`src/hdl/rmsn_pkg.sv`:
```
// Types, constants and codes shared by the RMS normalizer modules.
package rmsn_pkg;

  localparam int unsigned MAX_LEN_DEF = 1024;

  localparam int unsigned VLEN_W      = 11;
  localparam int unsigned DATA_W      = 32;
  localparam int unsigned PADDR_W     = 3;

  localparam logic [VLEN_W-1:0] VLEN_RESET = 11'd1024;
  localparam logic [31:0]       EPS_RESET  = 32'd42950;

  // Register indexes, taken from paddr[2].
  localparam logic REG_VECTOR_LENGTH = 1'b0;
  localparam logic REG_EPSILON       = 1'b1;

  // Input commands.
  localparam logic CMD_ACCUM = 1'b0;
  localparam logic CMD_SCALE = 1'b1;

  // Queue between the front and the back.
  localparam int unsigned QUEUE_DEPTH = 2;
  localparam int unsigned QUEUE_AW    = 1;
  localparam int unsigned QUEUE_CW    = 2;

  // Iteration counts of the reciprocal-root unit.
  localparam int unsigned DIV_STEPS  = 65;
  localparam int unsigned SQRT_STEPS = 32;
  localparam int unsigned STEP_W     = 7;

  localparam logic [64:0] RECIP_DIVIDEND = {1'b1, 64'd0};
  localparam logic [63:0] SQRT_BIT_INIT  = {2'b01, 62'd0};
  localparam logic [31:0] ROOT_MAX       = 32'hFFFF_FFFF;
  localparam logic [31:0] POS_LIMIT      = 32'h7FFF_FFFF;
  localparam logic [31:0] NEG_LIMIT      = 32'h8000_0000;

  // One classified input item.
  typedef struct packed {
    logic        scale;
    logic        x_neg;
    logic [31:0] x_mag;
    logic        w_neg;
    logic [31:0] w_mag;
  } item_t;

  typedef struct packed {
    logic        start;
    logic [63:0] square_sum;
  } root_req_t;

  typedef struct packed {
    logic        done;
    logic        clip;
    logic [31:0] root;
  } root_rsp_t;

  typedef enum logic [2:0] {
    BK_IDLE,
    BK_ACC,
    BK_ROOT,
    BK_MUL_A,
    BK_MUL_HI,
    BK_MUL_LO,
    BK_SAT
  } back_state_t;

  typedef enum logic [2:0] {
    RT_IDLE,
    RT_DIV_MEAN,
    RT_EPS,
    RT_DIV_RECIP,
    RT_SQRT,
    RT_DONE
  } root_state_t;

endpackage

```
`src/hdl/rmsn_front.sv`:
```
// Front end: accepts input transactions, classifies them and queues them for the back end.
module rmsn_front (
  input  logic                clk,
  input  logic                rst_n,
  input  logic                in_valid,
  output logic                in_ready,
  input  logic                in_cmd,
  input  logic signed [31:0]  in_sample,
  input  logic signed [31:0]  in_gain,
  output logic                q_valid,
  input  logic                q_pop,
  output rmsn_pkg::item_t     q_item
);

  rmsn_pkg::item_t                      cls_item;
  rmsn_pkg::item_t                      mem_r [rmsn_pkg::QUEUE_DEPTH];
  logic [rmsn_pkg::QUEUE_AW-1:0]        wr_ptr_r;
  logic [rmsn_pkg::QUEUE_AW-1:0]        rd_ptr_r;
  logic [rmsn_pkg::QUEUE_CW-1:0]        count_r;
  logic [rmsn_pkg::QUEUE_CW-1:0]        count_nxt;
  logic                                 push;
  logic                                 pop;

  // Split both operands into sign and magnitude; the most negative value
  // maps to a magnitude of 2^31, which still fits in 32 unsigned bits.
  always_comb begin
    cls_item.scale = (in_cmd == rmsn_pkg::CMD_SCALE);
    cls_item.x_neg = in_sample[31];
    cls_item.x_mag = in_sample[31] ? (~unsigned'(in_sample) + 32'd1) : unsigned'(in_sample);
    cls_item.w_neg = in_gain[31];
    cls_item.w_mag = in_gain[31] ? (~unsigned'(in_gain) + 32'd1) : unsigned'(in_gain);
  end

  assign in_ready = (count_r != rmsn_pkg::QUEUE_CW'(rmsn_pkg::QUEUE_DEPTH));
  assign q_valid  = (count_r != '0);
  assign q_item   = mem_r[rd_ptr_r];
  assign push     = in_valid && in_ready;
  assign pop      = q_pop && q_valid;

  always_comb begin
    count_nxt = count_r;
    if (push && !pop) begin
      count_nxt = count_r + rmsn_pkg::QUEUE_CW'(1);
    end else if (pop && !push) begin
      count_nxt = count_r - rmsn_pkg::QUEUE_CW'(1);
    end
  end

  always_ff @(posedge clk) begin
    if (!rst_n) begin
      wr_ptr_r <= '0;
      rd_ptr_r <= '0;
      count_r  <= '0;
    end else begin
      count_r <= count_nxt;
      if (push) begin
        wr_ptr_r <= wr_ptr_r + rmsn_pkg::QUEUE_AW'(1);
      end
      if (pop) begin
        rd_ptr_r <= rd_ptr_r + rmsn_pkg::QUEUE_AW'(1);
      end
    end
  end

  always_ff @(posedge clk) begin
    if (push) begin
      mem_r[wr_ptr_r] <= cls_item;
    end
  end

endmodule

```
`src/hdl/rmsn_root.sv`:
```
// Reciprocal square root of the mean square: two restoring divisions and a bit-pair square root.
module rmsn_root #(
  parameter int unsigned MAX_LEN = rmsn_pkg::MAX_LEN_DEF
) (
  input  logic                             clk,
  input  logic                             rst_n,
  input  rmsn_pkg::root_req_t              req,
  input  logic [$clog2(MAX_LEN+1)-1:0]     len,
  input  logic [31:0]                      epsilon,
  output rmsn_pkg::root_rsp_t              rsp
);

  rmsn_pkg::root_state_t             state_r;
  rmsn_pkg::root_state_t             state_nxt;
  logic [rmsn_pkg::STEP_W-1:0]       step_r;
  logic [64:0]                       dvd_r;
  logic [63:0]                       dvs_r;
  logic [63:0]                       rem_r;
  logic [63:0]                       v_r;
  logic [63:0]                       res_r;
  logic [63:0]                       bit_r;
  logic [31:0]                       root_r;
  logic                              clip_r;

  logic [64:0]                       rem_sh;
  logic [64:0]                       rem_diff;
  logic                              div_ge;
  logic [64:0]                       mean_sum;
  logic [63:0]                       mean;
  logic                              mean_tiny;
  logic [63:0]                       sq_try;
  logic                              sq_ge;
  logic [63:0]                       res_nxt;
  logic                              step_last;

  // One restoring division step: the quotient shifts into the dividend.
  always_comb begin
    rem_sh   = {rem_r, dvd_r[64]};
    rem_diff = rem_sh - {1'b0, dvs_r};
    div_ge   = (rem_sh >= {1'b0, dvs_r});
  end

  // Mean plus epsilon saturates at all ones.
  always_comb begin
    mean_sum  = {1'b0, dvd_r[63:0]} + {33'd0, epsilon};
    mean      = mean_sum[64] ? '1 : mean_sum[63:0];
    mean_tiny = (mean <= 64'd1);
  end

  always_comb begin
    sq_try  = res_r + bit_r;
    sq_ge   = (v_r >= sq_try);
    res_nxt = sq_ge ? ((res_r >> 1) + bit_r) : (res_r >> 1);
  end

  assign step_last = (step_r == '0);

  always_comb begin
    state_nxt = state_r;
    unique case (state_r)
      rmsn_pkg::RT_IDLE: begin
        if (req.start) begin
          state_nxt = rmsn_pkg::RT_DIV_MEAN;
        end
      end
      rmsn_pkg::RT_DIV_MEAN: begin
        if (step_last) begin
          state_nxt = rmsn_pkg::RT_EPS;
        end
      end
      rmsn_pkg::RT_EPS: begin
        state_nxt = mean_tiny ? rmsn_pkg::RT_DONE : rmsn_pkg::RT_DIV_RECIP;
      end
      rmsn_pkg::RT_DIV_RECIP: begin
        if (step_last) begin
          state_nxt = rmsn_pkg::RT_SQRT;
        end
      end
      rmsn_pkg::RT_SQRT: begin
        if (step_last) begin
          state_nxt = rmsn_pkg::RT_DONE;
        end
      end
      rmsn_pkg::RT_DONE: begin
        state_nxt = rmsn_pkg::RT_IDLE;
      end
      default: begin
        state_nxt = rmsn_pkg::RT_IDLE;
      end
    endcase
  end

  always_comb begin
    rsp.done = (state_r == rmsn_pkg::RT_DONE);
    rsp.clip = clip_r;
    rsp.root = root_r;
  end

  always_ff @(posedge clk) begin
    if (!rst_n) begin
      state_r <= rmsn_pkg::RT_IDLE;
    end else begin
      state_r <= state_nxt;
    end
  end

  always_ff @(posedge clk) begin
    unique case (state_r)
      rmsn_pkg::RT_IDLE: begin
        if (req.start) begin
          dvd_r  <= {1'b0, req.square_sum};
          dvs_r  <= 64'(len);
          rem_r  <= '0;
          clip_r <= 1'b0;
          step_r <= rmsn_pkg::STEP_W'(rmsn_pkg::DIV_STEPS - 1);
        end
      end
      rmsn_pkg::RT_DIV_MEAN: begin
        dvd_r  <= {dvd_r[63:0], div_ge};
        rem_r  <= div_ge ? rem_diff[63:0] : rem_sh[63:0];
        step_r <= step_r - rmsn_pkg::STEP_W'(1);
      end
      rmsn_pkg::RT_EPS: begin
        if (mean_sum[64]) begin
          clip_r <= 1'b1;
        end
        if (mean_tiny) begin
          root_r <= rmsn_pkg::ROOT_MAX;
        end else begin
          // floor(2^64 / m) is the reciprocal of the mean in Q0.64.
          dvd_r  <= rmsn_pkg::RECIP_DIVIDEND;
          dvs_r  <= mean;
          rem_r  <= '0;
          step_r <= rmsn_pkg::STEP_W'(rmsn_pkg::DIV_STEPS - 1);
        end
      end
      rmsn_pkg::RT_DIV_RECIP: begin
        dvd_r  <= {dvd_r[63:0], div_ge};
        rem_r  <= div_ge ? rem_diff[63:0] : rem_sh[63:0];
        step_r <= step_last ? rmsn_pkg::STEP_W'(rmsn_pkg::SQRT_STEPS - 1)
                            : step_r - rmsn_pkg::STEP_W'(1);
        if (step_last) begin
          v_r    <= {dvd_r[62:0], div_ge};
          res_r  <= '0;
          bit_r  <= rmsn_pkg::SQRT_BIT_INIT;
        end
      end
      rmsn_pkg::RT_SQRT: begin
        if (sq_ge) begin
          v_r <= v_r - sq_try;
        end
        res_r  <= res_nxt;
        bit_r  <= bit_r >> 2;
        step_r <= step_r - rmsn_pkg::STEP_W'(1);
        if (step_last) begin
          root_r <= res_nxt[31:0];
        end
      end
      rmsn_pkg::RT_DONE: begin
        root_r <= root_r;
      end
      default: begin
        step_r <= '0;
      end
    endcase
  end

endmodule

```
`src/hdl/rmsn_back.sv`:
```
// Back end: sum of squares, vector state, scale multiplies and the output register.
module rmsn_back #(
  parameter int unsigned MAX_LEN = rmsn_pkg::MAX_LEN_DEF
) (
  input  logic                             clk,
  input  logic                             rst_n,
  input  logic                             q_valid,
  output logic                             q_pop,
  input  rmsn_pkg::item_t                  q_item,
  input  logic [$clog2(MAX_LEN+1)-1:0]     eff_len,
  output rmsn_pkg::root_req_t              root_req,
  input  rmsn_pkg::root_rsp_t              root_rsp,
  output logic                             out_valid,
  input  logic                             out_ready,
  output logic signed [31:0]               out_normalized,
  output logic                             out_last,
  output logic                             out_saturated
);

  localparam int unsigned LEN_W = $clog2(MAX_LEN + 1);

  rmsn_pkg::back_state_t   state_r;
  rmsn_pkg::back_state_t   state_nxt;
  rmsn_pkg::item_t         cur_r;

  logic [63:0]             square_sum_r;
  logic [LEN_W-1:0]        count_r;
  logic [31:0]             inv_root_r;
  logic                    in_scale_r;
  logic                    sum_clipped_r;

  logic [63:0]             prod_r;
  logic [31:0]             a_lo_r;
  logic [63:0]             hi_r;

  logic                    out_valid_r;
  logic [31:0]             out_norm_r;
  logic                    out_last_r;
  logic                    out_sat_r;

  logic [31:0]             mul_a;
  logic [31:0]             mul_b;
  logic [63:0]             mul_p;
  logic [64:0]             acc_sum;
  logic [63:0]             q_mag;
  logic                    res_neg;
  logic                    res_clip;
  logic [31:0]             res_mag;
  logic [31:0]             res_val;
  logic [LEN_W-1:0]        cnt_inc;
  logic                    res_last;
  logic                    out_free;
  logic                    out_load;
  logic                    root_start;

  // One shared 32x32 multiplier; the operands follow the sequencer state.
  always_comb begin
    unique case (state_r)
      rmsn_pkg::BK_IDLE: begin
        mul_a = q_item.x_mag;
        mul_b = q_item.x_mag;
      end
      rmsn_pkg::BK_MUL_A: begin
        mul_a = cur_r.x_mag;
        mul_b = inv_root_r;
      end
      rmsn_pkg::BK_MUL_HI: begin
        mul_a = {1'b0, prod_r[62:32]};
        mul_b = cur_r.w_mag;
      end
      rmsn_pkg::BK_MUL_LO: begin
        mul_a = a_lo_r;
        mul_b = cur_r.w_mag;
      end
      default: begin
        mul_a = '0;
        mul_b = '0;
      end
    endcase
  end

  assign mul_p   = 64'(mul_a) * 64'(mul_b);
  assign acc_sum = {1'b0, square_sum_r} + {1'b0, prod_r};

  // Product magnitude in Q16.16, then clip to the signed output range.
  always_comb begin
    q_mag   = hi_r + {32'd0, prod_r[63:32]};
    res_neg = cur_r.x_neg ^ cur_r.w_neg;
    if (!res_neg) begin
      res_clip = (q_mag[63:31] != '0);
      res_mag  = res_clip ? rmsn_pkg::POS_LIMIT : q_mag[31:0];
      res_val  = res_mag;
    end else begin
      res_clip = (q_mag > {32'd0, rmsn_pkg::NEG_LIMIT});
      res_mag  = res_clip ? rmsn_pkg::NEG_LIMIT : q_mag[31:0];
      res_val  = ~res_mag + 32'd1;
    end
    cnt_inc  = count_r + LEN_W'(1);
    res_last = (cnt_inc >= eff_len);
  end

  assign out_free = !out_valid_r || out_ready;

  always_comb begin
    state_nxt = state_r;
    unique case (state_r)
      rmsn_pkg::BK_IDLE: begin
        if (q_valid) begin
          if (!q_item.scale) begin
            state_nxt = rmsn_pkg::BK_ACC;
          end else if (in_scale_r) begin
            state_nxt = rmsn_pkg::BK_MUL_A;
          end else begin
            state_nxt = rmsn_pkg::BK_ROOT;
          end
        end
      end
      rmsn_pkg::BK_ACC: begin
        state_nxt = rmsn_pkg::BK_IDLE;
      end
      rmsn_pkg::BK_ROOT: begin
        if (root_rsp.done) begin
          state_nxt = rmsn_pkg::BK_MUL_A;
        end
      end
      rmsn_pkg::BK_MUL_A: begin
        state_nxt = rmsn_pkg::BK_MUL_HI;
      end
      rmsn_pkg::BK_MUL_HI: begin
        state_nxt = rmsn_pkg::BK_MUL_LO;
      end
      rmsn_pkg::BK_MUL_LO: begin
        state_nxt = rmsn_pkg::BK_SAT;
      end
      rmsn_pkg::BK_SAT: begin
        if (out_free) begin
          state_nxt = rmsn_pkg::BK_IDLE;
        end
      end
      default: begin
        state_nxt = rmsn_pkg::BK_IDLE;
      end
    endcase
  end

  always_comb begin
    q_pop      = (state_r == rmsn_pkg::BK_IDLE) && q_valid;
    root_start = q_pop && q_item.scale && !in_scale_r;
    out_load   = (state_r == rmsn_pkg::BK_SAT) && out_free;
  end

  assign root_req.start      = root_start;
  assign root_req.square_sum = square_sum_r;

  always_ff @(posedge clk) begin
    if (!rst_n) begin
      state_r       <= rmsn_pkg::BK_IDLE;
      square_sum_r  <= '0;
      count_r       <= '0;
      inv_root_r    <= '0;
      in_scale_r    <= 1'b0;
      sum_clipped_r <= 1'b0;
      out_valid_r   <= 1'b0;
    end else begin
      state_r <= state_nxt;
      if (out_load) begin
        out_valid_r <= 1'b1;
      end else if (out_ready) begin
        out_valid_r <= 1'b0;
      end

      // An accumulate transaction during the scale pass starts a new vector.
      if (q_pop && !q_item.scale && in_scale_r) begin
        square_sum_r  <= '0;
        count_r       <= '0;
        inv_root_r    <= '0;
        in_scale_r    <= 1'b0;
        sum_clipped_r <= 1'b0;
      end

      if (state_r == rmsn_pkg::BK_ACC) begin
        if (acc_sum[64]) begin
          square_sum_r  <= '1;
          sum_clipped_r <= 1'b1;
        end else begin
          square_sum_r <= acc_sum[63:0];
        end
      end

      if ((state_r == rmsn_pkg::BK_ROOT) && root_rsp.done) begin
        inv_root_r    <= root_rsp.root;
        sum_clipped_r <= sum_clipped_r | root_rsp.clip;
        in_scale_r    <= 1'b1;
        count_r       <= '0;
      end

      if (out_load) begin
        if (res_last) begin
          square_sum_r  <= '0;
          count_r       <= '0;
          inv_root_r    <= '0;
          in_scale_r    <= 1'b0;
          sum_clipped_r <= 1'b0;
        end else begin
          count_r <= cnt_inc;
        end
      end
    end
  end

  always_ff @(posedge clk) begin
    if (q_pop) begin
      cur_r <= q_item;
    end
    if (state_r != rmsn_pkg::BK_SAT) begin
      prod_r <= mul_p;
    end
    if (state_r == rmsn_pkg::BK_MUL_HI) begin
      a_lo_r <= prod_r[31:0];
    end
    if (state_r == rmsn_pkg::BK_MUL_LO) begin
      hi_r <= prod_r;
    end
    if (out_load) begin
      out_norm_r <= res_val;
      out_last_r <= res_last;
      out_sat_r  <= res_clip | sum_clipped_r;
    end
  end

  assign out_valid      = out_valid_r;
  assign out_normalized = signed'(out_norm_r);
  assign out_last       = out_last_r;
  assign out_saturated  = out_sat_r;

endmodule

```
`src/hdl/rms_normalizer_core.sv`:
```
// Top level of the streamed RMS normalizer with its configuration registers.
//
// Input channel (in_valid/in_ready): in_cmd selects an accumulate element (adds
// sample squared to the vector's sum) or a scale element (emits
// sample * inverse root * gain). Result channel (out_valid/out_ready) carries one
// transaction per scale element; out_last marks the vector's final element.
// The APB port writes vector_length at address 0 and epsilon at address 4.
//
// A two-entry queue decouples the front from the back. The back, with its single
// shared 32x32 multiplier, pops an element only in IDLE and steps through ACC for
// an accumulate element or MUL_A, MUL_HI, MUL_LO and SAT for a scale element. The
// first scale element of a vector also waits for the reciprocal root: two 65-step
// restoring divisions, an epsilon state, a 32-step square root and a done state,
// with the second division and the square root skipped when mean plus epsilon is
// 0 or 1. SAT waits until the output register is free, then loads it for out_valid.
//
// Synchronous reset clears the vector state, the queue and out_valid
// and loads vector_length 1024 and epsilon 42950. When the receiver stalls, the
// result holds in the output register, the back waits and the queue fills
// before in_ready drops.
module rms_normalizer_core #(
  parameter int unsigned MAX_LEN = rmsn_pkg::MAX_LEN_DEF
) (
  input  logic                              clk,
  input  logic                              rst_n,
  input  logic                              in_valid,
  output logic                              in_ready,
  input  logic                              in_cmd,
  input  logic signed [31:0]                in_sample,
  input  logic signed [31:0]                in_gain,
  output logic                              out_valid,
  input  logic                              out_ready,
  output logic signed [31:0]                out_normalized,
  output logic                              out_last,
  output logic                              out_saturated,
  input  logic                              psel,
  input  logic                              penable,
  input  logic                              pwrite,
  input  logic [rmsn_pkg::PADDR_W-1:0]      paddr,
  input  logic [rmsn_pkg::DATA_W-1:0]       pwdata,
  output logic [rmsn_pkg::DATA_W-1:0]       prdata,
  output logic                              pready
);

  localparam int unsigned LEN_W = $clog2(MAX_LEN + 1);
  localparam int unsigned CMP_W = (LEN_W > rmsn_pkg::VLEN_W) ? LEN_W : rmsn_pkg::VLEN_W;

  logic [rmsn_pkg::VLEN_W-1:0]  vlen_r;
  logic [31:0]                  eps_r;
  logic                         reg_idx;
  logic                         cfg_wr;
  logic [CMP_W-1:0]             vlen_cmp;
  logic [CMP_W-1:0]             eff_cmp;
  logic [LEN_W-1:0]             eff_len;

  logic                         q_valid;
  logic                         q_pop;
  rmsn_pkg::item_t              q_item;
  rmsn_pkg::root_req_t          root_req;
  rmsn_pkg::root_rsp_t          root_rsp;

  assign pready  = 1'b1;
  assign reg_idx = paddr[2];
  assign cfg_wr  = psel && penable && pwrite && pready;

  always_ff @(posedge clk) begin
    if (!rst_n) begin
      vlen_r <= rmsn_pkg::VLEN_RESET;
      eps_r  <= rmsn_pkg::EPS_RESET;
    end else if (cfg_wr) begin
      unique case (reg_idx)
        rmsn_pkg::REG_VECTOR_LENGTH: vlen_r <= pwdata[rmsn_pkg::VLEN_W-1:0];
        rmsn_pkg::REG_EPSILON:       eps_r  <= pwdata;
        default:                     eps_r  <= eps_r;
      endcase
    end
  end

  always_comb begin
    unique case (reg_idx)
      rmsn_pkg::REG_VECTOR_LENGTH: prdata = rmsn_pkg::DATA_W'(vlen_r);
      rmsn_pkg::REG_EPSILON:       prdata = eps_r;
      default:                     prdata = '0;
    endcase
  end

  // A length of zero acts as one; lengths above MAX_LEN clip to it.
  always_comb begin
    vlen_cmp = CMP_W'(vlen_r);
    if (vlen_cmp == '0) begin
      eff_cmp = CMP_W'(1);
    end else if (vlen_cmp > CMP_W'(MAX_LEN)) begin
      eff_cmp = CMP_W'(MAX_LEN);
    end else begin
      eff_cmp = vlen_cmp;
    end
    eff_len = eff_cmp[LEN_W-1:0];
  end

  rmsn_front u_front (
    .clk       (clk),
    .rst_n     (rst_n),
    .in_valid  (in_valid),
    .in_ready  (in_ready),
    .in_cmd    (in_cmd),
    .in_sample (in_sample),
    .in_gain   (in_gain),
    .q_valid   (q_valid),
    .q_pop     (q_pop),
    .q_item    (q_item)
  );

  rmsn_root #(
    .MAX_LEN (MAX_LEN)
  ) u_root (
    .clk     (clk),
    .rst_n   (rst_n),
    .req     (root_req),
    .len     (eff_len),
    .epsilon (eps_r),
    .rsp     (root_rsp)
  );

  rmsn_back #(
    .MAX_LEN (MAX_LEN)
  ) u_back (
    .clk            (clk),
    .rst_n          (rst_n),
    .q_valid        (q_valid),
    .q_pop          (q_pop),
    .q_item         (q_item),
    .eff_len        (eff_len),
    .root_req       (root_req),
    .root_rsp       (root_rsp),
    .out_valid      (out_valid),
    .out_ready      (out_ready),
    .out_normalized (out_normalized),
    .out_last       (out_last),
    .out_saturated  (out_saturated)
  );

endmodule

```
`config.mk`:
```
export PLATFORM = sky130hd
export DESIGN_NAME = rms_normalizer_core
export DESIGN_NICKNAME = d
export VERILOG_FILES = /design/src/hdl/rmsn_pkg.sv /design/src/hdl/rmsn_front.sv /design/src/hdl/rmsn_root.sv /design/src/hdl/rmsn_back.sv /design/src/hdl/rms_normalizer_core.sv
export SDC_FILE = /design/constraint.sdc
export NUM_CORES = 2
export LEC_CHECK = 0
export BUFFER_PORTS_ARGS = -buffer_cell sky130_fd_sc_hd__buf_2
export CORE_ASPECT_RATIO = 1.2
export CORE_MARGIN = 1
export CORE_UTILIZATION = 65
export CTS_CLUSTER_DIAMETER = 50
export DETAILED_ROUTE_END_ITERATION = 10
export GPL_TIMING_DRIVEN = 0
export PLACE_DENSITY_LB_ADDON = 0.25
export REMOVE_ABC_BUFFERS = 1
export SYNTH_ARGS = -nofsm -noshare
export SYNTH_HDL_FRONTEND = slang
export SYNTH_SLANG_ARGS = --single-unit
export TNS_END_PERCENT = 20
```
`constraint.sdc`:
```
create_clock -name clk -period 24.4 [get_ports clk]
set_input_delay 0 -clock clk [delete_from_list [all_inputs] [get_ports clk]]
set_output_delay 0 -clock clk [all_outputs]
set_load 0.05 [all_outputs]
```
==> results.yml <==
outcome:
  status: "finished with violations"
  violations: "capacitance limit, slew limit"
place:
  place_hpwl_um: 244000
  pre_cts_ws_ps: 11450
  gp_congestion: 1.03
  portBuffers: 172
detailed_routing:
  dr.pass1.iters: 7
  drt-vias-per-instance: 6.70
  dr_total_vias: 80004
  routed_wl_um: 331000
  drcViolationCount: 0
  antenna_left: 0
  drt_iter0_markers: 8745
  wl_per_cell_um: 27.7
floorplanning:
  start_util: 0.658
  die_h_um: 414
  die_area_um2: 143000
  fp-row-count: 150
  io_pins: 176
  coreArea_um2: 140000
  die_w_um: 345
final_layout:
  post_route_cells_drive_above_1_share: 0.0760
  syn_to_final_growth_pct: 11.5
  final_common_cell: "nand2_1"
  final_cell_mix: "nand2_1, inv_1, nor2_1, fa_1, edfxtp_1"
  finish.utilization: 0.733
  finish.net_count: 11593
grt:
  grt_usage: 0.464
  grt-ovfl-total: 0
  antenna_found_initial: 28
  grt_pass1_vias: 80512
  grt_pass1_wl_um: 494000
  grt_max_degree: 121
sta:
  finalSetupViolCount: 0
  hold_slack_ps: 54.0
  worst_pin_slew_ps: 1650
  layout_setup_ws_ps: 10970
  fmax_ghz: 0.0745
  hold_viol: 0
  period_needed_ps: 13430
  rsz0062_at_grt: "no"
  drv_slew: 158
  fin_skew_ps: 58.9
  fin_setup_tns_ps: 0
  fin_crit_sh: 0.550
  relSlewSlack: -0.101
logic_synthesis:
  yosysSeqAreaShare: 0.293
  ys_types: 104
  async_flop_share: 0
  syn_inst: 9866
  syn_area_um2: 91900
  synth_edf_count: 787
  synth.avg_cell_area_um2: 9.32
  ys_warn_count: 0
  synth_seq_cells: 951
  synth_ff_type: "edfxtp_1"
setup_path:
  cp.arrival_ps: 13930
  crit_family: "compound AO/OA/AOI/OAI gates"
  cp.required_ps: 24900
  worst-path-buf-inv: 5
  cpPeakStageDelay_ps: 1250
  critPathMaxFanout: 52
  critPathLaunchType: "flop"
  cp_slowest_cell: "a221o_1"
  crit_type: "reg2reg"
  crit_path_end_kind: "flop"
  critPathMostFrequentCell: "fa_1"
clock_tree:
  cts_buffers: 113
  post_cts_buffers: 0
  path_clk_slew_ps: 60
  ctsHtreeMaxLevel: 3
  clkLatencyLatePin_ps: 800
  cts_max_path_buffers: 3
  root_buffer: "clkbuf_16"
  cts_sinks: 951
  cts_tree: "yes"
run:
  cap_violations: 8
hold_path:
  hold_path_class: "in2reg"
[metrics by stage]
stage / cells / instance area [µm²]
6_report: 11934 / 102000
5_1_grt: 11917 / 102000
4_1_cts: 11905 / 102000
3_5_place_dp: 11504 / 96500
3_3_place_gp: 11374 / 93200
2_1_floorplan: 9378 / 90100
[per-layer routing]
layer / share of wire / vias up / track usage
met3: 0.11 / 1796 / 0.128
met2: 0.44 / 5237 / 0.728
li1: - / 34268 / -
met4: 0.12 / 12 / 0.437
met1: 0.33 / 38691 / 0.515
met5: 0.00025 / - / 0
[cells by family (layout without fill, tap and decap cells)]
| kind of cell | count (synthesis) | after routing | synth area share |
|---|---|---|---|
| AND/OR/NAND/NOR | 3084 | 3084 | 0.150 |
| AO/OA/AOI/OAI | 2179 | 2179 | 0.156 |
| buffers and inverters | 1547 | 1763 | 0.0634 |
| adder cells (fa/ha/maj) | 1503 | 1503 | 0.278 |
| flip-flops | 951 | 951 | 0.293 |
| XOR/XNOR | 498 | 498 | 0.0474 |
| multiplexers | 103 | 103 | 0.0123 |
| other | 1 | 29 | 0.0000408 |
[flip-flops by register name, indices dropped and copies added, names as in the netlist, 32 cells and up, named ones only]
name / flops
u_root.bit_r: 32
u_back.hi_r: 64
u_back.cur_r: 66
u_root.dvs_r: 64
u_back.out_normalized: 32
u_back.square_sum_r: 64
u_root.root_r: 32
u_back.prod_r: 64
eps_r: 32
u_root.res_r: 64
u_root.rem_r: 64
u_front.mem_r: 134
u_back.inv_root_r: 32
u_back.a_lo_r: 32
u_root.v_r: 64
u_root.dvd_r: 65
[worst reg2reg max path, delay by kind of cell (launching register included)]
family | cells | cell delay (ps)
AOI/OAI and AO/OA | 12 | 5750
adders and majority gates | 9 | 4560
buffers and inverters | 5 | 880
xor gates and xnor gates | 1 | 80
DFF | 1 | 760
and+or+nand+nor | 3 | 1110
[final cells by class]
class / count / area, µm²
antenna: 28 / 70.1
clock buffer: 143 / 3210
clock inverter: 71 / 768
fill: 9979 / 37300
inverter: 1059 / 3990
multi-input combinational: 7368 / 60100
sequential: 951 / 26900
tap: 1824 / 2280
timing repair buffer: 490 / 5140
[Yosys cell counts (all sizes together) (68+ instances only)]
cell type  count  area (µm²)
nor3          96         497
dfxtp        164        3280
clkbuf       451        1690
nor2        1041        3910
and2          75         472
o21bai        69         518
xnor2        300        2630
nand2       1143        4290
ha           602        7530
nand3        163         816
a21o         208        1560
edfxtp       787       23600
inv         1058        3970
o21a          80         601
xor2         198        1730
o21ai        416        2090
and3         100         626
nor2b         68         425
mux2          79         890
a21oi        602        3020
fa           901       18000
a31oi        122         763
nand2b        76         483
nand4         96         601
a22o          93         815
a211oi        80         601
[timing repair]
| action | 4_1_cts | 5_1_grt |
|---|---|---|
| hold endpoints to repair | 283 | 0 |
| endpoints found under the setup margin | 0 | 0 |
| hold buffers | 187 | 0 |
| resized for setup | 0 | 0 |
[path summary, 6_finish.rpt]
check                                                 startpoint                                to  slack [ps]  cells past startpoint
worst max-delay path              u_back.state_r[0]$_SDFFE_PN0P_       u_back.prod_r[57]$_DFFE_PN_       10970                     30
worst min-delay path                                   pwdata[5]             eps_r[5]$_SDFFE_PN0P_          50                      4
worst max register to register    u_back.state_r[0]$_SDFFE_PN0P_       u_back.prod_r[57]$_DFFE_PN_       10970                     30
worst min register to register  u_back.inv_root_r[23]$_SDFF_PN0_  u_back.inv_root_r[23]$_SDFF_PN0_         480                      2
Power is left out: the tool's default activity adds up to more than one toggle a clock period on the data nets, which glitch-free logic cannot reach.
